--- src/rtl/tcw_pkg.sv ---
// shared types, constants and microcode for the text console writer
package tcw_pkg;

  localparam int COLUMNS_DEF = 100;
  localparam int ROWS_DEF    = 37;

  localparam int COL_W  = 7;
  localparam int ROW_W  = 6;
  localparam int CELL_W = 16;

  localparam logic [7:0]        ATTR_RESET     = 8'h0F;
  localparam logic [7:0]        CHAR_SPACE     = 8'h20;
  localparam logic [7:0]        CHAR_NEWLINE   = 8'h0A;
  localparam logic [7:0]        CHAR_BACKSPACE = 8'h08;
  localparam logic [7:0]        CHAR_NULL      = 8'h00;
  localparam logic [CELL_W-1:0] CELL_ZERO      = 16'h0000;
  localparam logic [CELL_W-1:0] CELL_BLANK     = {ATTR_RESET, CHAR_SPACE};

  typedef enum logic [1:0] {
    CMD_PUT   = 2'd0,
    CMD_READ  = 2'd1,
    CMD_CLEAR = 2'd2,
    CMD_NOP   = 2'd3
  } cmd_t;

  typedef struct packed {
    logic [1:0]       command;
    logic [7:0]       char_code;
    logic [ROW_W-1:0] cell_row;
    logic [COL_W-1:0] cell_col;
  } tcw_req_t;

  typedef struct packed {
    logic [COL_W-1:0]  cursor_col;
    logic [ROW_W-1:0]  cursor_row;
    logic [CELL_W-1:0] cell_value;
    logic              scrolled;
  } tcw_rsp_t;

  // microcode steps
  typedef enum logic [3:0] {
    S_IDLE,
    S_PUT,
    S_NEWLINE,
    S_CHKSCR,
    S_SCR_INIT,
    S_COPY,
    S_ZERO_SET,
    S_ZERO,
    S_BKSP,
    S_BKWR,
    S_READ,
    S_READWB,
    S_CLEAR,
    S_FILL,
    S_EMIT
  } step_t;

  // datapath operations
  typedef enum logic [3:0] {
    OP_LATCH,
    OP_PUT,
    OP_NEWLINE,
    OP_NONE,
    OP_SCR_INIT,
    OP_COPY,
    OP_ZERO_SET,
    OP_ZERO,
    OP_BKSP,
    OP_BKWR,
    OP_READ,
    OP_READWB,
    OP_CLR_INIT,
    OP_FILL,
    OP_EMIT
  } op_t;

  // jump conditions
  typedef enum logic [2:0] {
    C_ALWAYS,
    C_DISPATCH,
    C_ROW_OVER,
    C_HOME,
    C_COPY_DONE,
    C_SWEEP_DONE,
    C_OUT_FREE
  } cond_t;

  typedef struct packed {
    op_t   op;
    cond_t cond;
    step_t jt;
    step_t jf;
  } uword_t;

  typedef struct packed {
    logic row_over;
    logic at_home;
    logic copy_done;
    logic sweep_done;
    logic out_free;
  } tcw_status_t;

  // control store: one word per step
  function automatic uword_t urom(input step_t s);
    uword_t w;
    case (s)
      S_IDLE:     w = '{op: OP_LATCH,    cond: C_DISPATCH,   jt: S_IDLE,     jf: S_IDLE};
      S_PUT:      w = '{op: OP_PUT,      cond: C_ALWAYS,     jt: S_CHKSCR,   jf: S_CHKSCR};
      S_NEWLINE:  w = '{op: OP_NEWLINE,  cond: C_ALWAYS,     jt: S_CHKSCR,   jf: S_CHKSCR};
      S_CHKSCR:   w = '{op: OP_NONE,     cond: C_ROW_OVER,   jt: S_SCR_INIT, jf: S_EMIT};
      S_SCR_INIT: w = '{op: OP_SCR_INIT, cond: C_ALWAYS,     jt: S_COPY,     jf: S_COPY};
      S_COPY:     w = '{op: OP_COPY,     cond: C_COPY_DONE,  jt: S_ZERO_SET, jf: S_COPY};
      S_ZERO_SET: w = '{op: OP_ZERO_SET, cond: C_ALWAYS,     jt: S_ZERO,     jf: S_ZERO};
      S_ZERO:     w = '{op: OP_ZERO,     cond: C_SWEEP_DONE, jt: S_EMIT,     jf: S_ZERO};
      S_BKSP:     w = '{op: OP_BKSP,     cond: C_HOME,       jt: S_EMIT,     jf: S_BKWR};
      S_BKWR:     w = '{op: OP_BKWR,     cond: C_ALWAYS,     jt: S_EMIT,     jf: S_EMIT};
      S_READ:     w = '{op: OP_READ,     cond: C_ALWAYS,     jt: S_READWB,   jf: S_READWB};
      S_READWB:   w = '{op: OP_READWB,   cond: C_ALWAYS,     jt: S_EMIT,     jf: S_EMIT};
      S_CLEAR:    w = '{op: OP_CLR_INIT, cond: C_ALWAYS,     jt: S_FILL,     jf: S_FILL};
      S_FILL:     w = '{op: OP_FILL,     cond: C_SWEEP_DONE, jt: S_EMIT,     jf: S_FILL};
      S_EMIT:     w = '{op: OP_EMIT,     cond: C_OUT_FREE,   jt: S_IDLE,     jf: S_EMIT};
      default:    w = '{op: OP_NONE,     cond: C_ALWAYS,     jt: S_IDLE,     jf: S_IDLE};
    endcase
    return w;
  endfunction

  // entry step for a newly accepted transaction
  function automatic step_t dispatch(input logic [1:0] command, input logic [7:0] char_code);
    step_t s;
    case (command)
      CMD_PUT: begin
        if (char_code == CHAR_NEWLINE) begin
          s = S_NEWLINE;
        end else if (char_code == CHAR_BACKSPACE) begin
          s = S_BKSP;
        end else if (char_code == CHAR_NULL) begin
          s = S_EMIT;
        end else begin
          s = S_PUT;
        end
      end
      CMD_READ:  s = S_READ;
      CMD_CLEAR: s = S_CLEAR;
      default:   s = S_EMIT;
    endcase
    return s;
  endfunction

endpackage

--- src/rtl/tcw_seq.sv ---
// microcode sequencer: step counter, control store and jump logic
module tcw_seq (
  input  logic                clk,
  input  logic                rst,
  input  logic                req_accept,
  input  tcw_pkg::tcw_req_t   req,
  input  tcw_pkg::tcw_status_t status,
  output tcw_pkg::op_t        op,
  output logic                idle
);

  tcw_pkg::step_t  step;
  tcw_pkg::step_t  step_next;
  tcw_pkg::uword_t word;
  logic            cond_true;

  assign word = tcw_pkg::urom(step);
  assign op   = word.op;
  assign idle = (step == tcw_pkg::S_IDLE);

  always_ff @(posedge clk) begin
    if (rst) begin
      step <= tcw_pkg::S_IDLE;
    end else begin
      step <= step_next;
    end
  end

  always_comb begin
    case (word.cond)
      tcw_pkg::C_ALWAYS:     cond_true = 1'b1;
      tcw_pkg::C_DISPATCH:   cond_true = req_accept;
      tcw_pkg::C_ROW_OVER:   cond_true = status.row_over;
      tcw_pkg::C_HOME:       cond_true = status.at_home;
      tcw_pkg::C_COPY_DONE:  cond_true = status.copy_done;
      tcw_pkg::C_SWEEP_DONE: cond_true = status.sweep_done;
      tcw_pkg::C_OUT_FREE:   cond_true = status.out_free;
      default:               cond_true = 1'b0;
    endcase

    if (word.cond == tcw_pkg::C_DISPATCH && cond_true) begin
      step_next = tcw_pkg::dispatch(req.command, req.char_code);
    end else if (cond_true) begin
      step_next = word.jt;
    end else begin
      step_next = word.jf;
    end
  end

endmodule

--- config.mk ---
export PLATFORM = sky130hd
export DESIGN_NAME = tcw_seq
export DESIGN_NICKNAME = d
export VERILOG_FILES = /design/src/rtl/tcw_pkg.sv /design/src/rtl/tcw_seq.sv
export SDC_FILE = /design/constraint.sdc
export NUM_CORES = 1
export LEC_CHECK = 0
export ABC_AREA = 1
export BUFFER_PORTS_ARGS = -buffer_cell sky130_fd_sc_hd__buf_2
export CORE_MARGIN = 3
export CORE_UTILIZATION = 50
export CTS_CLUSTER_SIZE = 30
export DETAILED_ROUTE_END_ITERATION = 16
export HOLD_SLACK_MARGIN = 0.15
export PLACE_DENSITY = 0.82
export SLEW_MARGIN = 10
export SYNTH_ARGS = -nofsm -noshare
export SYNTH_HDL_FRONTEND = slang
export SYNTH_SLANG_ARGS = --single-unit
--- constraint.sdc ---
create_clock -name clk -period 2.4 [get_ports clk]
set_clock_uncertainty 0.05 [all_clocks]
set_input_delay 0.12 -clock clk [delete_from_list [all_inputs] [get_ports clk]]
set_output_delay 0.12 -clock clk [all_outputs]
set_load 0.05 [all_outputs]
==> results of run 1 <==
-- where the power goes --
group	internal, mW	total (mW)	leakage [nW]	switching [mW]
registers	0.459	0.513	0.158	0.0541
clock network	0.0648	0.160	0.0150	0.0954
logic	0.359	1.16	0.580	0.798
total	0.883	1.83	0.754	0.947
-- worst min path at each step --
stage,start,endpoint,slack [ns],cells past startpoint
floorplan,rst,step[0],0.32,3
global placement,rst,step[0],0.44,4
detailed placement,rst,step[0],0.45,4
CTS,req_accept,step[0],0.21,3
global route,req_accept,step[0],0.21,3
finish,req_accept,step[0],0.21,3
-- per-layer routing --
metal / wire length [um] / global-route usage (%) / share of wire [%] / up-vias
met5: 0 / 0 / 0 / -
met4: 17 / 4.07 / 0.65 / 0
met3: 117 / 2.09 / 4.5 / 2
met2: 1290 / 31.6 / 49 / 31
met1: 1180 / 22.0 / 45 / 509
li1: - / - / - / 609
-- cell usage after synthesis --
master,n
nand3_2,1
a21oi_4,1
nor2_1,14
buf_4,4
nand3_4,1
nor2_4,1
o21ai_0,2
nand2_4,4
nor2_2,3
buf_6,2
nand3_1,26
ha_1,9
nand4_4,1
nand4_1,3
dfxtp_1,19
nand3b_1,1
inv_2,2
a21oi_1,5
nand2_2,5
nor4_1,1
o21ai_2,1
inv_4,1
inv_1,23
nand2_1,48
-- stage by stage --
stage	cell area, um^2	hold slack, ns	total power, mW
5_1_grt	1390	0.212	2.00
4_1_cts	1390	0.209	1.83
3_3_place_gp	1360	0.441	1.64
3_5_place_dp	1360	0.449	1.68
6_report	1390	0.210	1.83
2_1_floorplan	1260	0.320	1.49
-- area by class of cell --
cell class / instances / area (um^2)
Sequential cell: 19 / 380
Tap cell: 28 / 35.0
Timing Repair Buffer: 24 / 128
Multi-Input combinational cell: 127 / 723
Fill cell: 209 / 905
Inverter: 26 / 100
Clock buffer: 4 / 26.3
-- sequential cells by signal, summed over array words and instances, names as in the netlist --
| signal | flops |
|---|---|
| step | 4 |
| word | 15 |
-- cell families (layout without fill, tap and decap cells) --
family | count (synthesis) | count (layout) | share of synthesized area, %
fa+ha+maj | 9 | 9 | 8.96
buf+inv | 32 | 54 | 12.2
simple gates | 109 | 109 | 43.8
flops | 19 | 19 | 30.3
compound gates | 9 | 9 | 4.78
-- worst register-to-register path: cells and delay by family (launching register included) --
kind | cells | cell delay, ns
buffers and inverters | 1 | 0.09
adder cells (fa/ha/maj) | 1 | 0.40
AND/OR/NAND/NOR | 11 | 1.12
flip-flops | 1 | 0.41
-- cells in the final DEF, fill, tap and decap left out, drive strengths merged --
cell type | netlist | routed
nor4 | 1 | 1
nand4 | 4 | 4
dfxtp | 19 | 19
nand3 | 28 | 28
o21ai | 3 | 3
inv | 26 | 26
ha | 9 | 9
nand3b | 1 | 1
clkbuf | 0 | 4
nor2 | 18 | 18
dlygate4sd3 | 0 | 1
buf | 6 | 23
nand2 | 57 | 57
a21oi | 6 | 6
==> impl_metrics.py, run 1 <==
metrics = {
    "run_status": {
        "status": "completed",
    },
    "cts": {
        "clockBufferDepth": 2,
        "cts_hold_buf": 1,
        "cts-buffers-inserted": 3,
        "cts_tree": "built",
        "root_buffer": "clkbuf_4",
        "clk_pin_slew_ns": 0.10,
        "ctsResizeCount": 0,
        "worstSkewPairLatency_ns": 0.30,
        "cts_htree_levels": 1,
        "postCtsSetupBuffers": 0,
        "cts_sinks": 19,
    },
    "grt": {
        "grt_max_degree": 16,
        "grt_pass1_vias": 1055,
        "gr-total-overflow": 0,
        "grt_pass1_wl_um": 4490,
        "antenna_found_initial": 0,
        "grt_usage_pct": 17.5,
    },
    "finish": {
        "drive_above_1_share_pct": 23.5,
        "diodes": 0,
        "syn_to_final_growth_pct": 10.9,
        "fin_nets": 241,
        "fin_util_pct": 60.6,
        "final_cells": 228,
    },
    "detailed_routing": {
        "firstDrtPassIters": 4,
        "vias_per_cell": 5.05,
        "antenna_left": 0,
        "drc": 0,
        "vias": 1151,
        "drt-wirelength-per-cell_um": 11.4,
        "drt-total-wl_um": 2600,
        "drtIter0Drc": 61,
    },
    "placement": {
        "dp_hpwl_um": 2190,
        "place_ws_ns": 0.259,
        "portBuffers": 22,
        "dp.cells": 223,
        "routabilityCongestion": 0.851,
    },
    "worst_setup_path": {
        "slowest_delay_ns": 0.41,
        "crit_family": "simple AND/OR/NAND/NOR gates",
        "crit_path_end_kind": "flip-flop",
        "crit_required_ns": 2.55,
        "startpoint_type": "flip-flop",
        "cpMostUsedCell": "nand2_1",
        "path_buf_inv": 1,
        "reg2reg_depth": 13,
        "crit_path_top_delay_cell": "dfxtp_1",
        "rrSetupSlack_ns": 0.24,
        "crit_start": "word[9]",
        "rr_endpoint": "word[4]",
        "endpoint": "word[4]",
        "arrival_ns": 2.31,
        "crit_cells": 13,
        "critPathKind": "flip-flop to flip-flop",
        "worstPathCellList": "inv_2 > nand2_1 > nand2_1 > nand2_1 > nand3_4 > nand2_1 > nand2_1 > nand2_1 > nand3_1 > ha_1 > nand2_1 > nand3_1 > nand2_1",
        "crit_fanout": 5,
        "r2r_start": "word[9]",
    },
    "timing": {
        "setup_violations": 0,
        "fmax_mhz": 463,
        "setup_slack_ns": 0.242,
        "maxSlewViolCount": 0,
        "rsz0062_at_grt": "no",
        "fin_tns_setup_ns": 0,
        "maxSlewHeadroom_pct": 71.2,
        "fin_crit_sh_pct": 89.9,
        "finalHoldViolations": 0,
        "min_period_ns": 2.16,
        "tightest_slew_ns": 0.432,
    },
    "logic_synthesis": {
        "synthDominantCellAreaShare_pct": 30.3,
        "syn_inst": 178,
        "syn_avg_cell_area_um2": 7.06,
        "synth_nets": 218,
        "yosysSeqAreaShare_pct": 30.3,
        "yosys.area.top_type": "dfxtp_1",
        "syn-cell-area_um2": 1260,
        "yosysUniqueCellTypes": 24,
        "synthTopCellsByArea": "dfxtp_1 30%, nand2_1 14%, nand3_1 10%, ha_1 9.0%, inv_1 6.9%",
        "ys_seq_elements": 19,
        "yosys_warnings": 0,
    },
    "floorplanning": {
        "initial_core_util_pct": 54.7,
        "dieArea_um2": 3150,
        "rows": 17,
        "die_y_um": 56.1,
        "die_width_um": 56.1,
        "core_area_um2": 2300,
        "num_io_pins": 36,
    },
    "power": {
        "peakVddDrop_mv": 0.974,
        "powerDensity_nw_per_um2": 1310,
        "leakagePower_nw": 0.754,
    },
    "job": {
        "cap_violations": 0,
    },
    "hold_path": {
        "min_path_type": "primary input to flip-flop",
    },
}
Note: power is estimated with default switching activity, not from simulation.
==> run 2: changes to the inputs <==
--- a/config.mk
+++ b/config.mk
@@ -6,7 +6,9 @@
 export NUM_CORES = 1
 export LEC_CHECK = 0
 export ABC_AREA = 1
+export ABC_CLOCK_PERIOD_IN_PS = 2540
 export BUFFER_PORTS_ARGS = -buffer_cell sky130_fd_sc_hd__buf_2
+export CAP_MARGIN = 40
 export CORE_MARGIN = 3
 export CORE_UTILIZATION = 50
 export CTS_CLUSTER_SIZE = 30
==> constraint.sdc (replaced) <==
create_clock -name clk -period 2.54 [get_ports clk]
set_clock_uncertainty 0.05 [all_clocks]
set_input_delay 0.127 -clock clk [delete_from_list [all_inputs] [get_ports clk]]
set_output_delay 0.127 -clock clk [all_outputs]
set_load 0.05 [all_outputs]
==> run 2 against run 1 <==
Non-clock buffer count stayed put. Critical endpoint unchanged. Largest power group unchanged. First-iteration DRC count is 51% higher. Fmax is 2.5% lower. Clock-buffer cell count stayed put. Register-to-register slack better by 0.09 ns. Global-route usage is 0.63 points higher. Cell count stayed put. Worst setup slack better by 0.086 ns. Largest cell class unchanged.
==> impl_metrics.py, run 2 (synthesis results as in run 1) <==
metrics = {
    "power": {
        "power_switching_mw": 0.907,
        "power_frac_seq_pct": 27.9,
        "switching_share_pct": 52.1,
        "powerDensity_nw_per_um2": 1250,
        "peakVddDrop_mv": 0.733,
        "pwr-share-comb_pct": 63.4,
        "leakagePower_nw": 0.754,
        "p_clk_share_pct": 8.7,
        "cellInternalPower_mw": 0.834,
        "finalPower_mw": 1.74,
    },
    "worst_setup_path": {
        "r2r_start": "word[8]",
        "crit_path_end_kind": "flip-flop",
        "endpoint": "word[4]",
        "crit_required_ns": 2.69,
        "crit_fanout": 6,
        "crit_path_top_delay_cell": "dfxtp_1",
        "crit_cells": 13,
        "startpoint_type": "flip-flop",
        "reg2reg_depth": 13,
        "crit_start": "word[8]",
        "rr_endpoint": "word[4]",
        "slowest_delay_ns": 0.49,
        "cpMostUsedCell": "nand2_1",
        "arrival_ns": 2.36,
        "worstPathCellList": "inv_1 > nand3_1 > nand2_1 > nand2_2 > nand3_4 > nand2_1 > nand2_1 > nand2_1 > nand3_1 > ha_1 > nand2_1 > nand3_1 > nand2_1",
        "crit_family": "simple AND/OR/NAND/NOR gates",
        "critPathKind": "flip-flop to flip-flop",
        "rrSetupSlack_ns": 0.33,
        "path_buf_inv": 1,
    },
    "timing": {
        "timing.hold.ws_ns": 0.209,
        "fin_crit_sh_pct": 87.1,
        "setup_violations": 0,
        "fmax_mhz": 452,
        "maxSlewViolCount": 0,
        "finalHoldViolations": 0,
        "tightest_slew_ns": 0.316,
        "fin_tns_setup_ns": 0,
        "min_period_ns": 2.21,
        "rsz0062_at_grt": "no",
        "maxSlewHeadroom_pct": 78.9,
        "setup_slack_ns": 0.327,
    },
    "detailed_routing": {
        "drt-wirelength-per-cell_um": 11.6,
        "antenna_left": 0,
        "drtIter0Drc": 92,
        "vias_per_cell": 5.19,
        "vias": 1183,
        "drc": 0,
        "drt-total-wl_um": 2640,
        "firstDrtPassIters": 4,
    },
    "cts": {
        "root_buffer": "clkbuf_4",
        "cts_htree_levels": 1,
        "cts_sinks": 19,
        "cts-buffers-inserted": 3,
        "clk_pin_slew_ns": 0.10,
        "worstSkewPairLatency_ns": 0.30,
        "clockBufferDepth": 2,
        "cts_tree": "built",
        "ctsResizeCount": 0,
    },
    "placement": {
        "dpl_cell_area_um2": 1360,
        "dp.cells": 223,
        "portBuffers": 22,
        "dp_hpwl_um": 2110,
        "place_ws_ns": 0.380,
        "routabilityCongestion": 0.848,
    },
    "grt": {
        "grt_usage_pct": 18.1,
        "grt_pass1_wl_um": 4620,
        "gr-total-overflow": 0,
        "antenna_found_initial": 0,
        "grt_max_degree": 16,
        "grt_pass1_vias": 1139,
    },
    "run_status": {
        "status": "completed",
    },
    "finish": {
        "largest_reg_flops": 15,
        "diodes": 0,
        "final_cell_mix": "48 x nand2_1, 26 x nand3_1, 23 x inv_1, 22 x buf_2, 19 x dfxtp_1",
        "drive_above_1_share_pct": 23.5,
        "fin_nets": 241,
        "syn_to_final_growth_pct": 10.9,
        "fin_util_pct": 60.6,
        "final_common_cell": "nand2_1",
        "design_area_um2": 1390,
        "final_cells": 228,
    },
    "floorplanning": {
        "die_y_um": 56.1,
        "rows": 17,
        "dieArea_um2": 3150,
        "die_width_um": 56.1,
        "initial_core_util_pct": 54.7,
        "num_io_pins": 36,
        "core_area_um2": 2300,
    },
    "hold_path": {
        "min_path_type": "primary input to flip-flop",
    },
    "job": {
        "cap_violations": 0,
    },
}
run 2: routing by layer:
layer  part of all wire [%]  wire length (um)  vias to the layer above  global-route usage (%)
met1                     45              1180                      528                    22.0
li1                       -                 -                      602                       -
met5                      0                 0                        -                       0
met3                    5.8               154                        7                    4.64
met4                    2.2                57                        0                    10.2
met2                     47              1250                       46                    28.9
run 2: how the worst min path moves through the flow:
| stage | startpoint | to | slack (ns) | cells after the start |
|---|---|---|---|---|
| after floorplan | rst | step[0] | 0.33 | 3 |
| after global placement | rst | step[0] | 0.45 | 4 |
| after detailed placement | rst | step[0] | 0.45 | 4 |
| after CTS | req_accept | step[0] | 0.21 | 3 |
| after global routing | req_accept | step[0] | 0.23 | 3 |
| final | req_accept | step[0] | 0.21 | 3 |
run 2: what timing repair did:
item,4_1_cts,5_1_grt
endpoints found under the hold margin,1,0
buffers inserted,0,0
hold buffers,1,0
run 2: cell type report:
type	instances	area, um^2
Tap cell	28	35.0
Clock buffer	4	26.3
Timing Repair Buffer	24	128
Inverter	26	100
Fill cell	191	905
Multi-Input combinational cell	127	723
Sequential cell	19	380
run 2: power groups by stage:
stage / clock network, mW / registers, mW / logic [mW]
finish: 0.151 / 0.485 / 1.10
global route: 0.166 / 0.497 / 1.24
CTS: 0.151 / 0.486 / 1.10
detailed placement: 0 / 0.494 / 1.09
global placement: 0 / 0.486 / 1.06
floorplan: 0 / 0.482 / 0.930
run 2: tightest hold or removal path: stages:
cell,delay (ns)
buf_2,0.12
nand4_4,0.18
a21oi_1,0.09
==> run 3: changes to the inputs <==
--- a/config.mk
+++ b/config.mk
@@ -14,7 +14,7 @@
 export CTS_CLUSTER_SIZE = 30
 export DETAILED_ROUTE_END_ITERATION = 16
 export HOLD_SLACK_MARGIN = 0.15
-export PLACE_DENSITY = 0.82
+export PLACE_DENSITY_LB_ADDON = 0.2
 export SLEW_MARGIN = 10
 export SYNTH_ARGS = -nofsm -noshare
 export SYNTH_HDL_FRONTEND = slang
==> run 3 against run 2 <==
Clock-buffer cell count unchanged. Worst setup slack better by 0.049 ns. Critical endpoint unchanged. Sequential power about the same. Total power about the same. Sequential cell count unchanged. Sequential share of layout area unchanged. Combinational power about the same.
==> impl_metrics.py, run 3 (synthesis results as in run 1) <==
metrics = {
    "floorplanning": {
        "die_width_um": 56.1,
        "num_io_pins": 36,
        "dieArea_um2": 3150,
        "die_y_um": 56.1,
        "rows": 17,
        "initial_core_util_pct": 54.7,
        "core_area_um2": 2300,
    },
    "timing": {
        "fmax_mhz": 462,
        "fin_crit_sh_pct": 85.2,
        "maxSlewViolCount": 0,
        "maxSlewHeadroom_pct": 78.4,
        "tightest_slew_ns": 0.323,
        "finalHoldViolations": 0,
        "min_period_ns": 2.16,
        "setup_violations": 0,
        "fin_tns_setup_ns": 0,
        "rsz0062_at_grt": "no",
    },
    "power": {
        "peakVddDrop_mv": 0.688,
        "leakagePower_nw": 0.754,
        "powerDensity_nw_per_um2": 1250,
    },
    "finish": {
        "final_cell_mix": "48 x nand2_1, 26 x nand3_1, 23 x inv_1, 22 x buf_2, 19 x dfxtp_1",
        "syn_to_final_growth_pct": 10.9,
        "fillCellCount": 229,
        "largest_reg_flops": 15,
        "fin_nets": 241,
        "final_common_cell": "nand2_1",
        "diodes": 0,
        "drive_above_1_share_pct": 23.5,
        "final_cells": 228,
    },
    "cts": {
        "clk_pin_slew_ns": 0.11,
        "cts_htree_levels": 1,
        "cts-buffers-inserted": 3,
        "postCtsSetupBuffers": 0,
        "worstSkewPairLatency_ns": 0.30,
        "cts_sinks": 19,
        "clockBufferDepth": 2,
        "root_buffer": "clkbuf_4",
        "cts_tree": "built",
    },
    "placement": {
        "routabilityCongestion": 0.906,
        "dp_hpwl_um": 2130,
        "portBuffers": 22,
        "dp.cells": 223,
    },
    "grt": {
        "antenna_found_initial": 0,
        "grt_pass1_wl_um": 4260,
        "grt_max_degree": 16,
        "grt_pass1_vias": 979,
        "gr-total-overflow": 0,
        "grt_usage_pct": 17.0,
    },
    "detailed_routing": {
        "route.met2.wl_um": 1280,
        "top_layer_used": "met4",
        "vias_per_cell": 5.04,
        "drc": 0,
        "vias": 1149,
        "drt-wirelength-per-cell_um": 11.4,
        "firstDrtPassIters": 4,
        "routed-wl-met3_um": 123,
        "drt-total-wl_um": 2600,
        "drtIter0Drc": 46,
        "antenna_left": 0,
        "met1_length_um": 1170,
    },
    "worst_setup_path": {
        "arrival_ns": 2.30,
        "crit_path_end_kind": "flip-flop",
        "critPathKind": "flip-flop to flip-flop",
        "startpoint_type": "flip-flop",
        "crit_fanout": 6,
        "crit_required_ns": 2.68,
    },
    "run_status": {
        "status": "completed",
    },
    "job": {
        "cap_violations": 0,
    },
    "hold_path": {
        "min_path_type": "primary input to flip-flop",
    },
}
run 3: timing repair:
item,in CTS,in global routing
setup endpoints to repair,0,0
hold buffers,1,0
gates resized for setup,0,0
hold endpoints to repair,1,0
run 3: per-stage QoR:
step                util [%]  cell area [um^2]  power, mW  setup slack, ns  hold WS (ns)
CTS                     60.6              1390       1.74            0.395         0.220
floorplan                  -              1260       1.41            0.542         0.327
global placement        59.0              1360       1.56            0.434         0.445
detailed placement      59.0              1360       1.59            0.398         0.455
global route            60.6              1390       1.88            0.154         0.230
finish                  60.6              1390       1.74            0.376         0.219
run 3: critical path: stages, from the launching register on:
cell     delay [ns]
dfxtp_1        0.48
inv_1          0.07
nand3_1        0.07
nand2_1        0.07
nand2_2        0.11
nand3_4        0.13
nand2_1        0.09
nand2_1        0.08
nand2_1        0.07
nand3_1        0.21
ha_1           0.39
nand2_1        0.10
nand3_1        0.10
nand2_1        0.05
run 3: final cells by class:
| cell class | instances | area, um^2 | area share (%) |
|---|---|---|---|
| Timing Repair Buffer | 24 | 128 | 9.16 |
| Tap cell | 28 | 35.0 | 2.52 |
| Sequential cell | 19 | 380 | 27.3 |
| Multi-Input combinational cell | 127 | 723 | 51.9 |
| Inverter | 26 | 100 | 7.19 |
| Clock buffer | 4 | 26.3 | 1.89 |
run 3: path summary, 6_finish.rpt:
check	start	end	slack, ns	cells after the start
setup / recovery	word[8]	word[4]	0.38	13
hold / removal	req_accept	step[0]	0.22	3
setup reg to reg	word[8]	word[4]	0.38	13
hold reg to reg	word[4]	step[0]	0.54	4
run 3: metal layers:
metal	vias to the layer above	global-route usage [%]
li1	600	-
met1	513	21.5
met2	30	27.7
met3	6	4.18
met4	0	6.10
met5	-	0
run 3: where the power goes:
part	switching [mW]	total, mW	internal, mW
clock network	0.0875	0.149	0.0611
logic	0.769	1.11	0.338
registers	0.0516	0.485	0.433
total	0.908	1.74	0.832
